===== src/hdl/rmc_pkg.sv =====
// ----------------------------------------------------------------------------
// rmc_pkg
// Types and constants shared by the register machine core.
// ----------------------------------------------------------------------------
`default_nettype none
package rmc_pkg;
    localparam int MEM_ADDR_BITS_DEF = 16;
    localparam int NUM_REGS_DEF      = 256;

    localparam logic [7:0] OP_JMP = 8'd0;
    localparam logic [7:0] OP_JE  = 8'd1;
    localparam logic [7:0] OP_JNE = 8'd2;
    localparam logic [7:0] OP_JG  = 8'd3;
    localparam logic [7:0] OP_JGE = 8'd4;
    localparam logic [7:0] OP_JL  = 8'd5;
    localparam logic [7:0] OP_JLE = 8'd6;
    localparam logic [7:0] OP_MOV = 8'd7;
    localparam logic [7:0] OP_CPY = 8'd8;
    localparam logic [7:0] OP_LDA = 8'd9;
    localparam logic [7:0] OP_STO = 8'd10;
    localparam logic [7:0] OP_SHL = 8'd11;
    localparam logic [7:0] OP_SHR = 8'd12;
    localparam logic [7:0] OP_NOT = 8'd13;
    localparam logic [7:0] OP_AND = 8'd14;
    localparam logic [7:0] OP_OR  = 8'd15;
    localparam logic [7:0] OP_XOR = 8'd16;
    localparam logic [7:0] OP_ADD = 8'd17;
    localparam logic [7:0] OP_MUL = 8'd18;
    localparam logic [7:0] OP_DIV = 8'd19;
    localparam logic [7:0] OP_MOD = 8'd20;
    localparam logic [7:0] OP_DIE = 8'd255;

    localparam logic ITEM_LOAD = 1'b0;
    localparam logic ITEM_STEP = 1'b1;

    typedef struct packed {
        logic        operation;
        logic [15:0] load_address;
        logic [31:0] load_word;
    } in_t;

    typedef struct packed {
        logic [15:0]        program_counter;
        logic               halted;
        logic [7:0]         executed_opcode;
        logic signed [31:0] written_value;
        logic signed [31:0] first_register;
    } out_t;

    typedef struct packed {
        logic        start;
        logic        want_rem;
        logic [31:0] dividend;
        logic [31:0] divisor;
    } div_req_t;

    typedef struct packed {
        logic        done;
        logic [31:0] result;
    } div_rsp_t;
endpackage
`default_nettype wire


===== src/hdl/rmc_divider.sv =====
// ----------------------------------------------------------------------------
// rmc_divider
// Signed 32-bit restoring divider, one quotient bit per cycle.
// ----------------------------------------------------------------------------
`default_nettype none
module rmc_divider (
    input  wire                 clk,
    input  wire                 rst_n,
    input  rmc_pkg::div_req_t   req,
    output rmc_pkg::div_rsp_t   rsp
);
    logic        busy_reg, busy_next;
    logic [5:0]  cnt_reg, cnt_next;
    logic [31:0] quo_reg, quo_next;
    logic [31:0] rem_reg, rem_next;
    logic [31:0] dvs_reg, dvs_next;
    logic        nx_reg, nx_next, ny_reg, ny_next, wr_reg, wr_next;
    logic        done_reg, done_next;
    logic [31:0] res_reg, res_next;
    logic [32:0] trial;
    logic [31:0] rsh;

    always_comb
    begin
        busy_next = busy_reg;
        cnt_next  = cnt_reg;
        quo_next  = quo_reg;
        rem_next  = rem_reg;
        dvs_next  = dvs_reg;
        nx_next   = nx_reg;
        ny_next   = ny_reg;
        wr_next   = wr_reg;
        done_next = 1'b0;
        res_next  = res_reg;
        rsh       = {rem_reg[30:0], quo_reg[31]};
        trial     = {1'b0, rsh} - {1'b0, dvs_reg};
        if (req.start)
        begin
            nx_next = req.dividend[31];
            ny_next = req.divisor[31];
            wr_next = req.want_rem;
            if (req.divisor == 32'd0)
            begin
                done_next = 1'b1;
                res_next  = req.want_rem ? req.dividend : 32'hFFFF_FFFF;
            end
            else
            begin
                busy_next = 1'b1;
                cnt_next  = 6'd32;
                quo_next  = req.dividend[31] ? 32'd0 - req.dividend : req.dividend;
                dvs_next  = req.divisor[31] ? 32'd0 - req.divisor : req.divisor;
                rem_next  = 32'd0;
            end
        end
        else if (busy_reg)
        begin
            if (cnt_reg == 6'd0)
            begin
                busy_next = 1'b0;
                done_next = 1'b1;
                if (wr_reg)
                    res_next = nx_reg ? 32'd0 - rem_reg : rem_reg;
                else
                    res_next = (nx_reg != ny_reg) ? 32'd0 - quo_reg : quo_reg;
            end
            else
            begin
                cnt_next = cnt_reg - 6'd1;
                if (!trial[32])
                begin
                    rem_next = trial[31:0];
                    quo_next = {quo_reg[30:0], 1'b1};
                end
                else
                begin
                    rem_next = rsh;
                    quo_next = {quo_reg[30:0], 1'b0};
                end
            end
        end
    end

    always_ff @(posedge clk or negedge rst_n)
    begin
        if (!rst_n)
        begin
            busy_reg <= 1'b0;
            done_reg <= 1'b0;
            cnt_reg  <= 6'd0;
        end
        else
        begin
            busy_reg <= busy_next;
            done_reg <= done_next;
            cnt_reg  <= cnt_next;
        end
    end

    always_ff @(posedge clk)
    begin
        quo_reg <= quo_next;
        rem_reg <= rem_next;
        dvs_reg <= dvs_next;
        nx_reg  <= nx_next;
        ny_reg  <= ny_next;
        wr_reg  <= wr_next;
        res_reg <= res_next;
    end

    assign rsp.done   = done_reg;
    assign rsp.result = res_reg;

`ifndef SYNTHESIS
    a_cnt_range: assert property (@(posedge clk) disable iff (!rst_n)
        cnt_reg <= 6'd32) else $error("divider count out of range");
    a_done_pulse: assert property (@(posedge clk) disable iff (!rst_n)
        done_reg |=> !done_reg) else $error("divider done held");
    a_busy_start: assert property (@(posedge clk) disable iff (!rst_n)
        (req.start && req.divisor != 32'd0) |=> busy_reg)
        else $error("divider did not start");
`endif
endmodule
`default_nettype wire


===== config.mk =====
export PLATFORM = sky130hd
export DESIGN_NAME = rmc_divider
export DESIGN_NICKNAME = d
export VERILOG_FILES = /design/src/hdl/rmc_pkg.sv /design/src/hdl/rmc_divider.sv
export SDC_FILE = /design/constraint.sdc
export NUM_CORES = 1
export LEC_CHECK = 0
export BUFFER_PORTS_ARGS = -buffer_cell sky130_fd_sc_hd__buf_4
export CAP_MARGIN = 20
export CORE_UTILIZATION = 61
export DETAILED_ROUTE_END_ITERATION = 12
export GPL_TIMING_DRIVEN = 0
export PLACE_DENSITY_LB_ADDON = 0.25
export SLEW_MARGIN = 20
export SYNTH_ARGS = -nofsm -noshare
export SYNTH_HDL_FRONTEND = slang
export SYNTH_SLANG_ARGS = --single-unit

===== constraint.sdc =====
create_clock -name clk -period 3.6 [get_ports clk]
set_input_delay 0.9 -clock clk [delete_from_list [all_inputs] [get_ports clk]]
set_output_delay 0.9 -clock clk [all_outputs]
set_load 0.03 [all_outputs]

* After elaboration in Yosys (flattened, before gate mapping) *
Index checks and enable logic that the tools add are counted.
Widths: inputs -> output; s select.

storage, ports and cells
  register bits after elaboration = 139
  bits in latches = 0
  RAM bits = 0
  memory bits (read-only) = 0
  input port bits = 68
  output and inout port bits = 33
  memories = 0

operators by class
  $add $sub $neg = 6
  multipliers = 0
  divide/modulo/power cells = 0
  order comparisons = 0
  eq/ne operators = 4
  shift operators = 0
  multiplexer cells = 32
  bitwise operators = 1
  reduce and logical (&&, ||, !) cells = 7

operators by type and width
  cell                   number
  $mux 32                18
  $sub 1x32->32 const A  4
  $sub 32x32->33         1
  $logic_not 32->1       1
  $mux 31                1
  $mux 6                 4
  $mux 1                 9
  $logic_not 6->1        1
  $reduce_and 3->1       2
  $sub 6x1->6 const B    1
  $ne 2x2->1 const B     2
  $reduce_bool 2->1      2
  $ne 2x1->1 const B     1
  $reduce_and 2->1       1
  $ne 1x1->1             1
  $not 1->1              1

* Logic depth before layout (Yosys ltp) *
  word-level depth = 6
  depth in mapped cells = 13
  depth with buffers taken out = 12

* Least setup slack after synthesis *
Ideal clock, no wire load.

  path type = input to register
  start = input req[9] in the netlist's numbering
  end = register res_reg[0] (enable)
  library setup time = 0.433 ns
  data arrival time = 4.149 ns
  required time = 3.167 ns
  slack = -0.982 ns
  stages = 7
  buffers on the path = 0
  cell sequence = or3_1 -> or3_1 -> or3_1 -> nor2_1 -> nand2_1 -> or3_4 -> o22ai_1

between the ends
  cells in the longest elaborated chain, start to end = 3

RTL lines
  what                        RTL line            source
  start: declaration          rmc_divider.sv:9    input rmc_pkg::div_req_t req,
  $logic_not 32->1            rmc_divider.sv:42   if (req.divisor == 32'd0)
  $ne 2x1->1 (no line)        --
  $reduce_and 3->1 (no line)  --
  end signal: assignment      rmc_divider.sv:108  res_reg <= res_next;
  end: declaration            rmc_divider.sv:19   logic [31:0] res_reg, res_next;

No other way between the ends.
A chain may end at the register's enable or synchronous reset.

* Worst setup path after layout *
  start = input req[9] in the netlist's numbering
  end = register quo_reg[20] (enable)

between the ends
  cells in the longest elaborated chain, start to end = 3

RTL lines
  what                        RTL line            source
  $logic_not 32->1            rmc_divider.sv:42
  $ne 2x2->1 (no line)        --
  $reduce_and 3->1 (no line)  --
  end signal: assignment      rmc_divider.sv:102  quo_reg <= quo_next;
  end: declaration            rmc_divider.sv:14   logic [31:0] quo_reg, quo_next;

No other way between the ends.

==> results.toml <==
[grt]
grt_max_degree = 42
global_route_usage_sum_pct = 33.8
grt-busiest-layer = "met2"
overflow = 0
antenna_found_initial = 0
global_route.usage.met1_pct = 42.7
gr-usage-met3_pct = 6.31
use_met2_pct = 54.7
global_route_wire_length_before_repair_um = 45200
first_global_vias = 8651

[synthesis]
synth.top_cells.by_count = "edfxtp_1 (131), nor2_1 (115), xnor2_1 (111)"
synth.top_cell.area_share_pct = 38.1
synth_top_family_by_area = "compound AO/OA/AOI/OAI gates"
synth_area_leader_cell = "edfxtp_1"
synth_simple_gate_area_share_pct = 15.6
synth_most_common_cell = "edfxtp_1"
synth_async_sr_flop_share_pct = 5.76
synth_sequential_area_ratio_pct = 40.1
netlist_instances = 1122
netlist-cell-type-count = 71
ys.flop_type = "edfxtp_1"
post_synthesis_cell_area_um2 = 10300
synth_enable_flop_cells = 131
synthTopCellsByArea = "edfxtp_1 (38%), xnor2_1 (9.4%), ha_1 (4.6%), o21ai_0 (4.4%), nor2_1 (4.2%)"
post_synth_xor_area_fraction_pct = 12.5
yosys_register_bits = 139
post_synth.cell_area_avg_um2 = 9.19
synth_compound_gate_area_share_pct = 18.5
fraction_of_synthesized_area_in_multiplexers_pct = 3.37
syn_nets = 1229
synth.yosys.warnings = 0
synth-adder-area-share_pct = 4.80

[timing]
fin_worst_hold_slack_ps = 272
achievable-frequency_mhz = 288
report.final.hold_viol_count = 0
setup_violations = 0
finalWorstSetupSlack_ps = 126
final_clock_skew_ps = 14.0
totalNegativeSetupSlack_ps = 0
period_share_pct = 96.5
timing_max_transition_violations_final = 0
slew-limit-headroom_pct = 37.8
worst_slew_pin_slew_ps = 933
period_needed_ps = 3470
rsz_0062_raised_after_global_routing = "no"

[placement]
dpl_worst_slack_ps = -803
placed_cell_area_um2 = 11400
hpwl_um = 21000
place.gp.congestion = 0.955
buffer_ports.inserted = 100

[worst_setup_path]
timing.critical_path.arrival_ps = 3590
startpoint_type = "input pin"
critical_path_sink_type = "flop"
worstReg2RegStart = "quo_reg[31]"
critPathLaunch = "req[9]"
worst-endpoint-required_ps = 3710
crit_path_max_fanout = 41
critical_path_class = "in -> reg"

[finish]
synthToLayoutAreaGrowth_pct = 17.6
fill_cells = 1263
post_route_cells_drive_above_1_share_pct = 15.2
n_antenna_cell = 0
stdcell_area_um2 = 12100
num-nets-final = 1352

[cts]
cts.root.buffer_cell = "clkbuf_16"
clk-insertion-delay-late_ps = 440
h-tree-depth = 4
cts.path.max_buffers = 2
cts_tree = "done"
clk_pin_slew_worst_paths_ps = 60
post_cts_hold_buffer_count = 0
cts-buffers-inserted = 17
clock_sinks = 139

[drt]
drc = 0
vias_per_cell = 6.24
postRouteAntennaNets = 0
route.vias.total = 9230
routedWlPerCell_um = 19.4
postRouteWirelength_um = 28700
drt-pass1-iter-count = 5
drt_first_iter_violations = 1031

[hold_path]
holdCritPathClass = "in -> async"

[power]
power_per_cell_area_nw_per_um2 = 682
ir_drop_worst_case_vdd_mv = 0.418
leakage_uw = 0.00468

[floorplanning]
floorplan.die.height_um = 132
die_span_in_x_um = 132
start_util_pct = 62.4
fp.dieArea_um2 = 17400
coreArea_um2 = 16500
num_io_pins = 101
fp-row-count = 47

[flow_run]
drv_cap = 0

[run_status]
outcome = "finished clean"
==> area by class of cell <==
class                   instances  area (µm²)  share of cell area [%]
multi-input cells             862        5800                    47.8
flip-flops and latches        139        4130                    34.1
repair buffers                100         751                    6.19
clock buffers                  23         498                    4.10
plain buffers                  52         294                    2.42
well taps                     220         275                    2.27
inverters                      73         274                    2.26
clock inverters                 9         110                   0.907
==> logic make-up after synthesis <==
family                     after synthesis
muxes                                   34
buffers and inverters                  125
and+or+nand+nor                        331
AOI/OAI and AO/OA                      307
DFF                                    139
adders and majority gates               39
xor gates and xnor gates               147
==> stage by stage <==
step,total power [µW],cells,util [%]
2_1_floorplan,5350,1122,-
3_3_place_gp,6190,1442,68.9
3_5_place_dp,6280,1442,68.9
4_1_cts,8150,1478,73.0
5_1_grt,8760,1478,73.4
6_report,8280,1478,73.4
==> timing repair <==
| item | 4_1_cts | 5_1_grt |
|---|---|---|
| buffers inserted | 0 | 0 |
| pin swaps | 0 | 1 |
| endpoints found under the setup margin | 129 | 115 |
| resized for setup | 10 | 18 |
| endpoints found under the hold margin | 0 | 0 |
| gates cloned | 4 | 0 |
==> worst max-delay path: stages <==
cell and delay [ps]:
buf_4 120, or3_1 370, or3_1 350, or3_4 410
nor2_4 140, nand2_2 90, or3_4 440, and2_4 200
clkbuf_16 210, nand2b_4 310
==> routing by layer <==
metal  vias up  part of all wire (%)  routed length (µm)
met5         -                     0                   0
met4         0                   4.9                1400
met3        97                   8.8                2530
met2       523                    46               13300
met1      4264                    40               11400
li1       4346                     -                   -
==> placed cells by master, fill, tap and decap left out, types with 9 or more instances in the layout <==
cell / instances
xor2_1: 36
o41ai_1: 14
buf_4: 103
nand3_1: 12
nor2b_1: 9
mux2i_1: 28
a31oi_1: 27
nor2_1: 114
inv_1: 71
a21oi_1: 84
clkbuf_1: 37
ha_1: 38
clkbuf_16: 18
nor3_1: 19
or4_1: 11
xnor2_1: 111
a211oi_1: 19
o21ai_0: 90
or3_1: 14
nand2_1: 86
edfxtp_1: 131
nor4_1: 10
o31ai_1: 22
==> final timing paths <==
path,slack [ps],end,depth (start not counted)
min reg2reg,520,cnt_reg[0],1
max in group asynchronous,3200,busy_reg,1
min,270,cnt_reg[2],1
min in group clk,520,cnt_reg[0],1
max,130,quo_reg[20],10
max reg2reg,160,rem_reg[28],12
==> report_power, final <==
part,leakage [µW],switching (µW),internal [µW]
sequential,0.00139,491,2240
clock,0.000292,700,1110
combinational,0.00299,2150,1580
total,0.00468,3340,4940
(Power assumes the default switching activity.)
